[src/hdl/qpe_pkg.sv]
// Package for the quoted-printable encoder: character codes, the run type
// and the hex digit lookup. Used by every module of the block.
`default_nettype none
package qpe_pkg;

	localparam logic [7:0] MAX_LINE_RESET = 8'd76;
	localparam int         MAX_RUN        = 6;
	localparam int         RUN_W          = $clog2(MAX_RUN + 1);

	localparam logic [7:0] CH_EQ = 8'h3D;
	localparam logic [7:0] CH_CR = 8'h0D;
	localparam logic [7:0] CH_LF = 8'h0A;

	localparam logic [7:0] PASS_LO_A = 8'd33;
	localparam logic [7:0] PASS_HI_A = 8'd60;
	localparam logic [7:0] PASS_LO_B = 8'd62;
	localparam logic [7:0] PASS_HI_B = 8'd126;

	// one encoded run: bytes in emission order, element 0 first
	typedef struct packed {
		logic [MAX_RUN-1:0][7:0] bytes;
		logic [RUN_W-1:0]        len;
	} run_t;

	function automatic logic [7:0] hex_digit(input logic [3:0] nib);
		logic [7:0] d;
		if (nib < 4'd10) begin
			d = 8'h30 + {4'd0, nib};
		end else begin
			d = 8'h37 + {4'd0, nib};
		end
		return d;
	endfunction

endpackage
`default_nettype wire

[src/hdl/qpe_if.sv]
// Valid/ready channel interfaces for the encoder: raw bytes in, encoded
// bytes out. Depends on nothing.
`default_nettype none
interface qpe_in_if;
	logic       valid;
	logic       ready;
	logic [7:0] data_byte;

	modport source (output valid, output data_byte, input ready);
	modport sink (input valid, input data_byte, output ready);
endinterface

interface qpe_out_if;
	logic       valid;
	logic       ready;
	logic [7:0] out_byte;
	logic       last_of_run;

	modport source (output valid, output out_byte, output last_of_run, input ready);
	modport sink (input valid, input out_byte, input last_of_run, output ready);
endinterface
`default_nettype wire

[src/hdl/qpe_encode.sv]
// Combinational encoder: one raw byte plus the current line count gives the
// whole output run and the next line count. Uses qpe_pkg.
`default_nettype none
module qpe_encode (
	input  wire logic [7:0]  data_byte,
	input  wire logic [7:0]  line_count,
	input  wire logic [7:0]  max_len,
	output qpe_pkg::run_t    run,
	output logic [7:0]       next_count
);
	import qpe_pkg::*;

	logic       pass;
	logic       brk;
	logic [8:0] cnt_pass;
	logic [8:0] cnt_esc;
	logic [7:0] hi;
	logic [7:0] lo;

	always_comb begin
		pass = (data_byte >= PASS_LO_A && data_byte <= PASS_HI_A)
			|| (data_byte >= PASS_LO_B && data_byte <= PASS_HI_B);
		cnt_pass = {1'b0, line_count} + 9'd1;
		cnt_esc  = {1'b0, line_count} + 9'd3;
		hi = hex_digit(data_byte[7:4]);
		lo = hex_digit(data_byte[3:0]);
		run = '0;
		if (pass) begin
			brk = (cnt_pass >= {1'b0, max_len});
			run.bytes[0] = data_byte;
			run.bytes[1] = CH_EQ;
			run.bytes[2] = CH_CR;
			run.bytes[3] = CH_LF;
			run.len = brk ? RUN_W'(4) : RUN_W'(1);
			next_count = brk ? 8'd0 : cnt_pass[7:0];
		end else begin
			brk = (cnt_esc > {1'b0, max_len});
			if (brk) begin
				// soft break ahead of the escape
				run.bytes[0] = CH_EQ;
				run.bytes[1] = CH_CR;
				run.bytes[2] = CH_LF;
				run.bytes[3] = CH_EQ;
				run.bytes[4] = hi;
				run.bytes[5] = lo;
				run.len = RUN_W'(6);
				next_count = 8'd3;
			end else begin
				run.bytes[0] = CH_EQ;
				run.bytes[1] = hi;
				run.bytes[2] = lo;
				run.len = RUN_W'(3);
				next_count = cnt_esc[7:0];
			end
		end
	end

endmodule
`default_nettype wire

[src/hdl/qpe_run_buf.sv]
// Result register: holds one encoded run and shifts it out a word at a time.
// Uses qpe_pkg.
`default_nettype none
module qpe_run_buf (
	input  wire logic          clk,
	input  wire logic          arst_n,
	input  wire logic          load,
	input  wire qpe_pkg::run_t run,
	input  wire logic          take,
	output logic               free,
	output logic               valid,
	output logic [7:0]         out_byte,
	output logic               last
);
	import qpe_pkg::*;

	logic [MAX_RUN-1:0][7:0] bytes_q;
	logic [RUN_W-1:0]        rem_q;

	assign valid    = (rem_q != '0);
	assign last     = (rem_q == RUN_W'(1));
	assign out_byte = bytes_q[0];
	// free now, or free once the final word of the run leaves this cycle
	assign free     = !valid || (take && last);

	always_ff @(posedge clk or negedge arst_n) begin
		if (!arst_n) begin
			rem_q <= '0;
		end else if (load) begin
			rem_q <= run.len;
		end else if (take && valid) begin
			rem_q <= rem_q - RUN_W'(1);
		end
	end

	always_ff @(posedge clk) begin
		if (load) begin
			bytes_q <= run.bytes;
		end else if (take && valid) begin
			bytes_q <= {8'd0, bytes_q[MAX_RUN-1:1]};
		end
	end

endmodule
`default_nettype wire

[src/hdl/quoted_printable_encoder.sv]
// Quoted-printable encoder. Each raw byte on raw yields a run of 1 to 6
// encoded words on enc, the final one flagged by last_of_run. A byte is
// registered on entry, encoded combinationally and moved into a shifting
// result register, so a byte that maps to one word sustains one byte per
// clock while enc is ready; a longer run holds the next byte in the input
// register until its final word is taken. The line limit (reset 76) must be
// written through cfg_we/cfg_wdata while idle; the block does not enforce it.
`default_nettype none
module quoted_printable_encoder (
	input  wire logic       clk,
	input  wire logic       arst_n,
	qpe_in_if.sink          raw,
	qpe_out_if.source       enc,
	input  wire logic       cfg_we,
	input  wire logic [7:0] cfg_wdata
);
	import qpe_pkg::*;

	logic [7:0] byte_s1;
	logic       valid_s1;
	logic [7:0] max_len_q;
	logic [7:0] line_count_q;
	logic [7:0] next_count;
	run_t       run;
	logic       free;
	logic       move;
	logic       in_fire;

	assign move      = valid_s1 && free;
	assign raw.ready = !valid_s1 || move;
	assign in_fire   = raw.valid && raw.ready;

	always_ff @(posedge clk or negedge arst_n) begin
		if (!arst_n) begin
			valid_s1 <= 1'b0;
		end else if (in_fire) begin
			valid_s1 <= 1'b1;
		end else if (move) begin
			valid_s1 <= 1'b0;
		end
	end

	always_ff @(posedge clk) begin
		if (in_fire) begin
			byte_s1 <= raw.data_byte;
		end
	end

	always_ff @(posedge clk or negedge arst_n) begin
		if (!arst_n) begin
			max_len_q    <= MAX_LINE_RESET;
			line_count_q <= 8'd0;
		end else begin
			if (cfg_we) begin
				max_len_q <= cfg_wdata;
			end
			if (move) begin
				line_count_q <= next_count;
			end
		end
	end

	qpe_encode u_encode (
		.data_byte  (byte_s1),
		.line_count (line_count_q),
		.max_len    (max_len_q),
		.run        (run),
		.next_count (next_count)
	);

	qpe_run_buf u_run_buf (
		.clk      (clk),
		.arst_n   (arst_n),
		.load     (move),
		.run      (run),
		.take     (enc.ready),
		.free     (free),
		.valid    (enc.valid),
		.out_byte (enc.out_byte),
		.last     (enc.last_of_run)
	);

endmodule
`default_nettype wire

[src/flat_wrapper.sv]
// flat-port wrapper written by rule: the top's interface ports become plain ports
module quoted_printable_encoder_flat import qpe_pkg::*;
  (clk, arst_n, cfg_we, cfg_wdata, raw_valid, raw_data_byte, raw_ready, enc_valid, enc_out_byte, enc_last_of_run, enc_ready);
  qpe_in_if raw_i ();
  qpe_out_if enc_i ();
  input  wire logic clk;
  input  wire logic arst_n;
  input  wire logic cfg_we;
  input  wire logic [7:0] cfg_wdata;
  input wire logic [$bits(raw_i.valid)-1:0] raw_valid;
  input wire logic [$bits(raw_i.data_byte)-1:0] raw_data_byte;
  output wire logic [$bits(raw_i.ready)-1:0] raw_ready;
  output wire logic [$bits(enc_i.valid)-1:0] enc_valid;
  output wire logic [$bits(enc_i.out_byte)-1:0] enc_out_byte;
  output wire logic [$bits(enc_i.last_of_run)-1:0] enc_last_of_run;
  input wire logic [$bits(enc_i.ready)-1:0] enc_ready;
  assign raw_i.valid = raw_valid;
  assign raw_i.data_byte = raw_data_byte;
  assign raw_ready = raw_i.ready;
  assign enc_valid = enc_i.valid;
  assign enc_out_byte = enc_i.out_byte;
  assign enc_last_of_run = enc_i.last_of_run;
  assign enc_i.ready = enc_ready;
  quoted_printable_encoder u_core (.clk(clk), .arst_n(arst_n), .raw(raw_i), .enc(enc_i), .cfg_we(cfg_we), .cfg_wdata(cfg_wdata));
endmodule
[config.mk]
export PLATFORM = sky130hd
export DESIGN_NAME = quoted_printable_encoder_flat
export DESIGN_NICKNAME = d
export VERILOG_FILES = /design/src/hdl/qpe_pkg.sv /design/src/hdl/qpe_if.sv /design/src/hdl/qpe_encode.sv /design/src/hdl/qpe_run_buf.sv /design/src/hdl/quoted_printable_encoder.sv /design/src/flat_wrapper.sv
export SDC_FILE = /design/constraint.sdc
export NUM_CORES = 1
export LEC_CHECK = 0
export BUFFER_PORTS_ARGS = -buffer_cell sky130_fd_sc_hd__buf_2
export CAP_MARGIN = 25
export CORE_MARGIN = 2
export CORE_UTILIZATION = 45
export CTS_BUF_LIST = sky130_fd_sc_hd__clkbuf_4 sky130_fd_sc_hd__clkbuf_8
export DETAILED_ROUTE_END_ITERATION = 10
export GPL_ROUTABILITY_DRIVEN = 0
export PLACE_DENSITY_LB_ADDON = 0.25
export SETUP_SLACK_MARGIN = 0.3
export SLEW_MARGIN = 5
export SYNTH_ARGS = -nofsm -noshare
export SYNTH_HDL_FRONTEND = slang
export SYNTH_HIERARCHICAL = 1
export SYNTH_SLANG_ARGS = --single-unit
[constraint.sdc]
create_clock -name clk -period 4.9 [get_ports clk]
set_input_delay 0.49 -clock clk [delete_from_list [all_inputs] [get_ports clk]]
set_output_delay 0.49 -clock clk [all_outputs]
set_load 0.05 [all_outputs]
=== Word level (Yosys, flattened, before mapping) ===
Index checks and enable logic that the tools add are counted.
Widths: inputs -> output; s select.

* Register bits: 76
* Bits in writable memories: 0
* Logic and storage cells: 57
* Bits of input ports: 21
* Memory bits (read-only): 0
* Output and inout bits: 11
* Memories kept: 0
* Latch bits: 0

* Div/mod/pow operators: 0
* Shift operators: 0
* Mux-type cells: 16
* $mul: 0
* $add $sub $neg: 7
* Bitwise gates (word level): 0
* Reductions and logical operators: 14
* Order comparisons: 8
* Equal/unequal tests: 1

{| class="wikitable"
|+ Operators by type and width
! kind !! number
|-
| $mux 48 || 2
|-
| $mux 35 || 1
|-
| $add 6x4->7 const A || 4
|-
| $mux 27 || 1
|-
| $mux 24 || 1
|-
| $mux 8 || 3
|-
| $ge 8x6->1 const B || 2
|-
| $mux 16 || 1
|-
| $mux 7 || 2
|-
| $add 8x1->9 const B || 1
|-
| $add 8x2->9 const B || 1
|-
| $ge 9x8->1 || 1
|-
| $gt 9x8->1 || 1
|-
| $mux 3 || 3
|-
| $le 8x6->1 const B || 1
|-
| $le 8x7->1 const B || 1
|-
| $lt 4x4->1 const B || 2
|-
| $logic_and 1x1->1 || 6
|-
| $reduce_bool 2->1 || 2
|-
| $eq 3x1->1 const B || 1
|-
| $logic_or 1x1->1 || 3
|-
| $reduce_bool 3->1 || 1
|-
| $sub 3x1->3 const B || 1
|-
| $logic_not 1->1 || 2
|-
| $mux 1 || 2
|}

=== Logic depth before layout (Yosys ltp) ===
* Depth in word-level cells: 7
* Depth in mapped cells: 16
* Depth with buffers taken out: 15

=== Cells and area by module ===
The synthesis kept the hierarchy.

{| class="wikitable"
|+ Modules (own cells, without submodules)
! module !! sequential area each (um2) !! instances !! cells each !! area each (um2)
|-
| qpe_run_buf || 1,516.5 || 1 || 136 || 2,317.2
|-
| qpe_encode || 0.0 || 1 || 212 || 1,412.6
|-
| quoted_printable_encoder || 669.4 || 1 || 47 || 883.3
|}

=== Least setup slack after synthesis ===
Ideal clock, no wire load.

* Path kind: flip-flop to flip-flop
* From: register u_core.u_run_buf.rem_q[1]
* To: register u_core/u_run_buf/bytes_q[10] (netlist name) (enable)
* Data arrival time: 3,248 ps
* Data required time: 4,487 ps
* Cell stages (with the launch flop): 11
* Setup slack: 1,239 ps
* Period minus slack after synthesis: 3,661 ps
* Buffers on the path: 2
* Path through: dfrtp_1 inv_1 ha_1 nor2b_1 nand2_1 nand2_1 nand2_2 inv_1 buf_6 buf_6 nand2b_1

* Longest elaborated chain between the ends: 5
* Elaborated cells between the ends (all ways): 8

{| class="wikitable"
|+ RTL lines
! element !! line !! source
|-
| start: declaration || qpe_run_buf.sv:18 || <nowiki>logic [RUN_W-1:0] rem_q;</nowiki>
|-
| start signal: assignment || qpe_run_buf.sv:30 || <nowiki>rem_q <= run.len;</nowiki>
|-
| start signal: assignment || qpe_run_buf.sv:32 || <nowiki>rem_q <= rem_q - RUN_W'(1);</nowiki>
|-
| $eq 3x1->1 || qpe_run_buf.sv:21 || <nowiki>assign last = (rem_q == RUN_W'(1));</nowiki>
|-
| net enc_last_of_run || flat_wrapper.sv:15 || <nowiki>output wire logic [$bits(enc_i.last_of_run)-1:0] enc_last_of_run;</nowiki>
|-
| $logic_and 1x1->1 || qpe_run_buf.sv:24 || <nowiki>assign free = !valid || (take && last);</nowiki>
|-
| $logic_or 1x1->1 || qpe_run_buf.sv:24 ||
|-
| net u_core.free || quoted_printable_encoder.sv:25 || <nowiki>logic free;</nowiki>
|-
| $logic_and 1x1->1 || quoted_printable_encoder.sv:29 || <nowiki>assign move = valid_s1 && free;</nowiki>
|-
| net u_core.move || quoted_printable_encoder.sv:26 || <nowiki>logic move;</nowiki>
|-
| $reduce_bool 2->1 (no source line) || -- ||
|-
| end signal: assignment || qpe_run_buf.sv:38 || <nowiki>bytes_q <= run.bytes;</nowiki>
|-
| end signal: assignment || qpe_run_buf.sv:40 || <nowiki>bytes_q <= {8'd0, bytes_q[MAX_RUN-1:1]};</nowiki>
|-
| end: declaration || qpe_run_buf.sv:17 || <nowiki>logic [MAX_RUN-1:0][7:0] bytes_q;</nowiki>
|}

The timed path passes the listed nets, and every way through them passes these cells.
A chain may end at the register's enable or synchronous reset.

=== Final worst setup path ===
* From: register u_core.line_count_q[2]
* To: register u_core.line_count_q[7]

* Longest elaborated chain between the ends: 4
* Elaborated cells between the ends (all ways): 7

{| class="wikitable"
|+ RTL lines
! element !! line !! source
|-
| start: declaration || quoted_printable_encoder.sv:22 || <nowiki>logic [7:0] line_count_q;</nowiki>
|-
| start signal: assignment || quoted_printable_encoder.sv:58 || <nowiki>line_count_q <= next_count;</nowiki>
|-
| $add 8x2->9 or $add 8x1->9 (tied branches) || qpe_encode.sv:24, qpe_encode.sv:23 ||
|-
| $gt 9x8->1 or $ge 9x8->1 (tied branches) || qpe_encode.sv:37, qpe_encode.sv:29 ||
|-
| $mux 8 (on tied branches) || qpe_encode.sv:38, qpe_encode.sv:35 ||
|-
| $mux 8 (*) || qpe_encode.sv:28 || <nowiki>if (pass) begin</nowiki>
|-
| net u_core.next_count[7] || quoted_printable_encoder.sv:23 || <nowiki>logic [7:0] next_count;</nowiki>
|}

Mark *: on every way through the listed nets, which the timed path passes. The rest lies on a longest branch.

==> flow_metrics.py <==
metrics = {
    "routing": {
        "drc": 0,
        "routed-via-count": 2881,
        "drt-initial-drc-count": 200,
        "postRouteAntennaNets": 0,
        "drt-total-wl_mm": 8.738,
        "via_per_inst": 5.248,
        "route.detailed.wl_per_inst_um": 15.92,
        "dr.pass1.iters": 4,
    },
    "synthesis": {
        "synth_area_leaders": "edfxtp_1 (36%), mux2_2 (11%), dfrtp_1 (9.2%)",
        "ys_ff_latch": 76,
        "yosysSeqAreaShare_pct": 47.38,
        "ys_types": 57,
        "syn_area_um2": 4613,
        "synth_largest_area_cell": "edfxtp_1",
        "synth_edf_count": 56,
        "netlist.area_leader.share_pct": 36.45,
        "syn_avg_cell_area_um2": 11.68,
        "synth_warnings": 6,
        "yosys_most_used_dff": "edfxtp_1",
        "syn_inst": 395,
        "asyncSetResetFlopFracSynth_pct": 26.32,
    },
    "final_layout": {
        "layout.nets": 458,
        "syn2layout_area_growth_pct": 6.970,
        "n_fill_cell": 883,
        "fin_util_pct": 50.03,
        "diodes": 0,
        "mostFrequentLayoutCells": "edfxtp_1 (56), mux2_2 (46), nor2_1 (36)",
        "mostFrequentLayoutCell": "edfxtp_1",
        "postLayoutCellArea_um2": 4935,
        "multi_input_area_um2": 2120,
        "regArea_um2": 2186,
        "drive_above_1_share_pct": 29.57,
    },
    "pwr": {
        "intPower_mw": 2.023,
        "p_seq_share_pct": 37.4,
        "p_leak_nw": 2.036,
        "power.density_nw_per_um2": 681.6,
        "p_sw_mw": 1.340,
        "peakVddDrop_mv": 0.4617,
        "p_sw_share_pct": 39.84,
        "comb_power_share_pct": 48.5,
        "p_clk_share_pct": 14.1,
    },
    "setup_path": {
        "cp_slowest_cell": "nor3_2",
        "rr_startpoint": "u_core/line_count_q[2]",
        "cp-end-kind": "flip-flop",
        "worstSetupStartpointType": "flip-flop",
        "worstRegToRegCells": 15,
        "crit_chain": "and3_1 > nand2_1 > nor2_1 > o21ai_0 > xnor2_1 > ha_1 > nand3_1 > nor3_1 > o21bai_1 > nor3_2 > inv_1 > nand2_1 > inv_1 > a221oi_2 > mux2_2",
        "cp_num_buf_inv": 2,
        "reg2reg_to": "u_core/line_count_q[7]",
        "max_stage_delay_ns": 0.59,
        "crit_path_max_fanout": 12,
        "path_delay_family": "simple AND/OR/NAND/NOR gates",
        "path_class": "flip-flop to flip-flop",
        "worstPathArrival_ns": 4.05,
        "crit_required_ns": 5.18,
        "rrSetupSlack_ns": 1.13,
    },
    "place": {
        "place_area_um2": 4740,
        "io_buffers": 31,
        "dpl.hpwl_mm": 6.347,
    },
    "clocking": {
        "post_cts_buffers": 0,
        "ctsHoldBuffers": 0,
        "clock-sinks": 76,
        "clock_latency_ns": 0.35,
        "ctsResizeCount": 0,
        "clock_path_buffers": 2,
        "cts_root_buffer": "clkbuf_8",
        "cts_max_level": 3,
        "cts_tree": "yes",
        "clk_pin_slew_ns": 0.08,
        "cts_buffers": 9,
    },
    "floorplan": {
        "start_util_pct": 46.77,
        "rows": 36,
        "die-area_um2": 11080,
        "io_pins": 32,
        "coreArea_um2": 9864,
        "die_h_um": 105.3,
        "fp.dieW_um": 105.3,
    },
    "timing": {
        "finalSetupTns_ns": 0,
        "worst_slew_pin_slew_ns": 0.8034,
        "finalHoldViolations": 0,
        "skew_ns": 0.01026,
        "finalSetupViolations": 0,
        "period_needed_ns": 3.768,
        "timing.fmax_mhz": 265.4,
        "rsz0062_at_grt": "false",
        "maxSlewViolCount": 0,
        "period_share_pct": 76.90,
        "relSlewSlack_pct": 46.44,
    },
    "global_routing": {
        "grt-ovfl-total": 0,
        "met2_usage_pct": 24.84,
        "busiest_layer": "met2",
        "antenna_found_initial": 0,
        "grt_use_total_pct": 16.83,
        "grt_pass1_vias": 2886,
        "grt_pass1_wl_mm": 14.50,
        "grt_max_degree": 57,
        "use_met1_pct": 24.47,
        "use_met3_pct": 3.463,
    },
    "hold_path": {
        "min_path_type": "primary input to async pin",
    },
    "status": {
        "status": "finished clean",
    },
    "flow_run": {
        "cap_viol_max_count": 0,
    },
}
-- synth_stat cells, drive strengths merged (2+ instances only) --
library cell / number
inv: 26
nor3: 5
and2: 9
nand4: 3
o21a: 2
o211ai: 2
dfstp: 3
mux2: 56
nand3: 9
nand2: 26
a21o: 4
o21ai: 12
nor2b: 4
buf: 31
a221o: 2
a32o: 4
nor2: 36
nor3b: 2
nand2b: 3
xor2: 2
nor4b: 3
and3: 2
or2b: 2
clkbuf: 3
xnor2: 12
dfrtp: 17
o21bai: 3
edfxtp: 56
ha: 26
a21oi: 12
-- cells by family after synthesis --
family	after synthesis	share of synthesized area [%]
compound gates	54	9.032
xor+xnor	14	2.658
fa+ha+maj	27	7.296
mux	56	14.48
simple gates	107	11.85
buf+inv	60	7.215
flops	76	47.38
other cells	1	0.08129
-- how the worst max path moves through the flow --
stage,startpoint,endpoint,cells after the start
floorplan,u_core/u_run_buf/rem_q[1],u_core/u_run_buf/bytes_q[10],10
global placement,u_core/line_count_q[2],u_core/line_count_q[7],15
detailed placement,u_core/line_count_q[2],u_core/line_count_q[7],15
CTS,u_core/line_count_q[2],u_core/line_count_q[7],15
global route,u_core/line_count_q[2],u_core/line_count_q[7],15
finish,u_core/line_count_q[2],u_core/line_count_q[7],15
-- layer usage --
layer	vias to the layer above	wire length (µm)
li1	1423	-
met1	1389	4402
met2	61	3815
met3	8	403
met4	0	115
met5	-	0
-- state kept, by name (all words and copies together), names as in the netlist --
| signal | cells |
|---|---|
| u_core/u_run_buf/bytes_q | 40 |
| u_core/max_len_q | 8 |
| u_core/valid_s1 | 1 |
| u_core/byte_s1 | 8 |
| u_core/u_run_buf/out_byte | 8 |
| u_core/u_run_buf/rem_q | 3 |
| u_core/line_count_q | 8 |
-- final cells by class --
cell class | count | share of cell area [%]
sequential | 76 | 44.30
multi-input combinational | 265 | 42.95
timing repair buffer | 33 | 3.448
tap | 133 | 3.372
clock buffer | 10 | 2.662
inverter | 26 | 1.978
clock inverter | 6 | 1.293
-- worst reg2reg max path: cells and delay by family, from the launching register on --
family | cells | cell delay, ns
buffers and inverters | 2 | 0.38
AND/OR/NAND/NOR | 7 | 1.76
flip-flops | 1 | 0.47
multiplexers | 1 | 0.17
AO/OA/AOI/OAI | 3 | 0.46
adder cells (fa/ha/maj) | 1 | 0.30
XOR/XNOR | 1 | 0.16
-- per-stage QoR --
| stage | worst slack [ns] | std cells | power [mW] | hold slack, ns |
|---|---|---|---|---|
| after global placement | 1.412 | 533 | 2.865 | 0.4776 |
| after global routing | 0.7874 | 549 | 3.601 | 0.1147 |
| final | 1.132 | 549 | 3.363 | 0.09457 |
| after floorplan | 1.239 | 401 | 2.629 | 0.1944 |
| after detailed placement | 1.192 | 533 | 2.901 | 0.4861 |
| after CTS | 1.128 | 549 | 3.392 | 0.09513 |
-- power by group through the flow --
stage	logic (mW)	clock network, mW	registers (mW)
5_1_grt	1.79	0.521	1.29
4_1_cts	1.64	0.495	1.26
6_report	1.63	0.475	1.26
3_3_place_gp	1.61	0	1.26
2_1_floorplan	1.42	0	1.21
3_5_place_dp	1.63	0	1.27
Power figures use the tool's default switching activity.
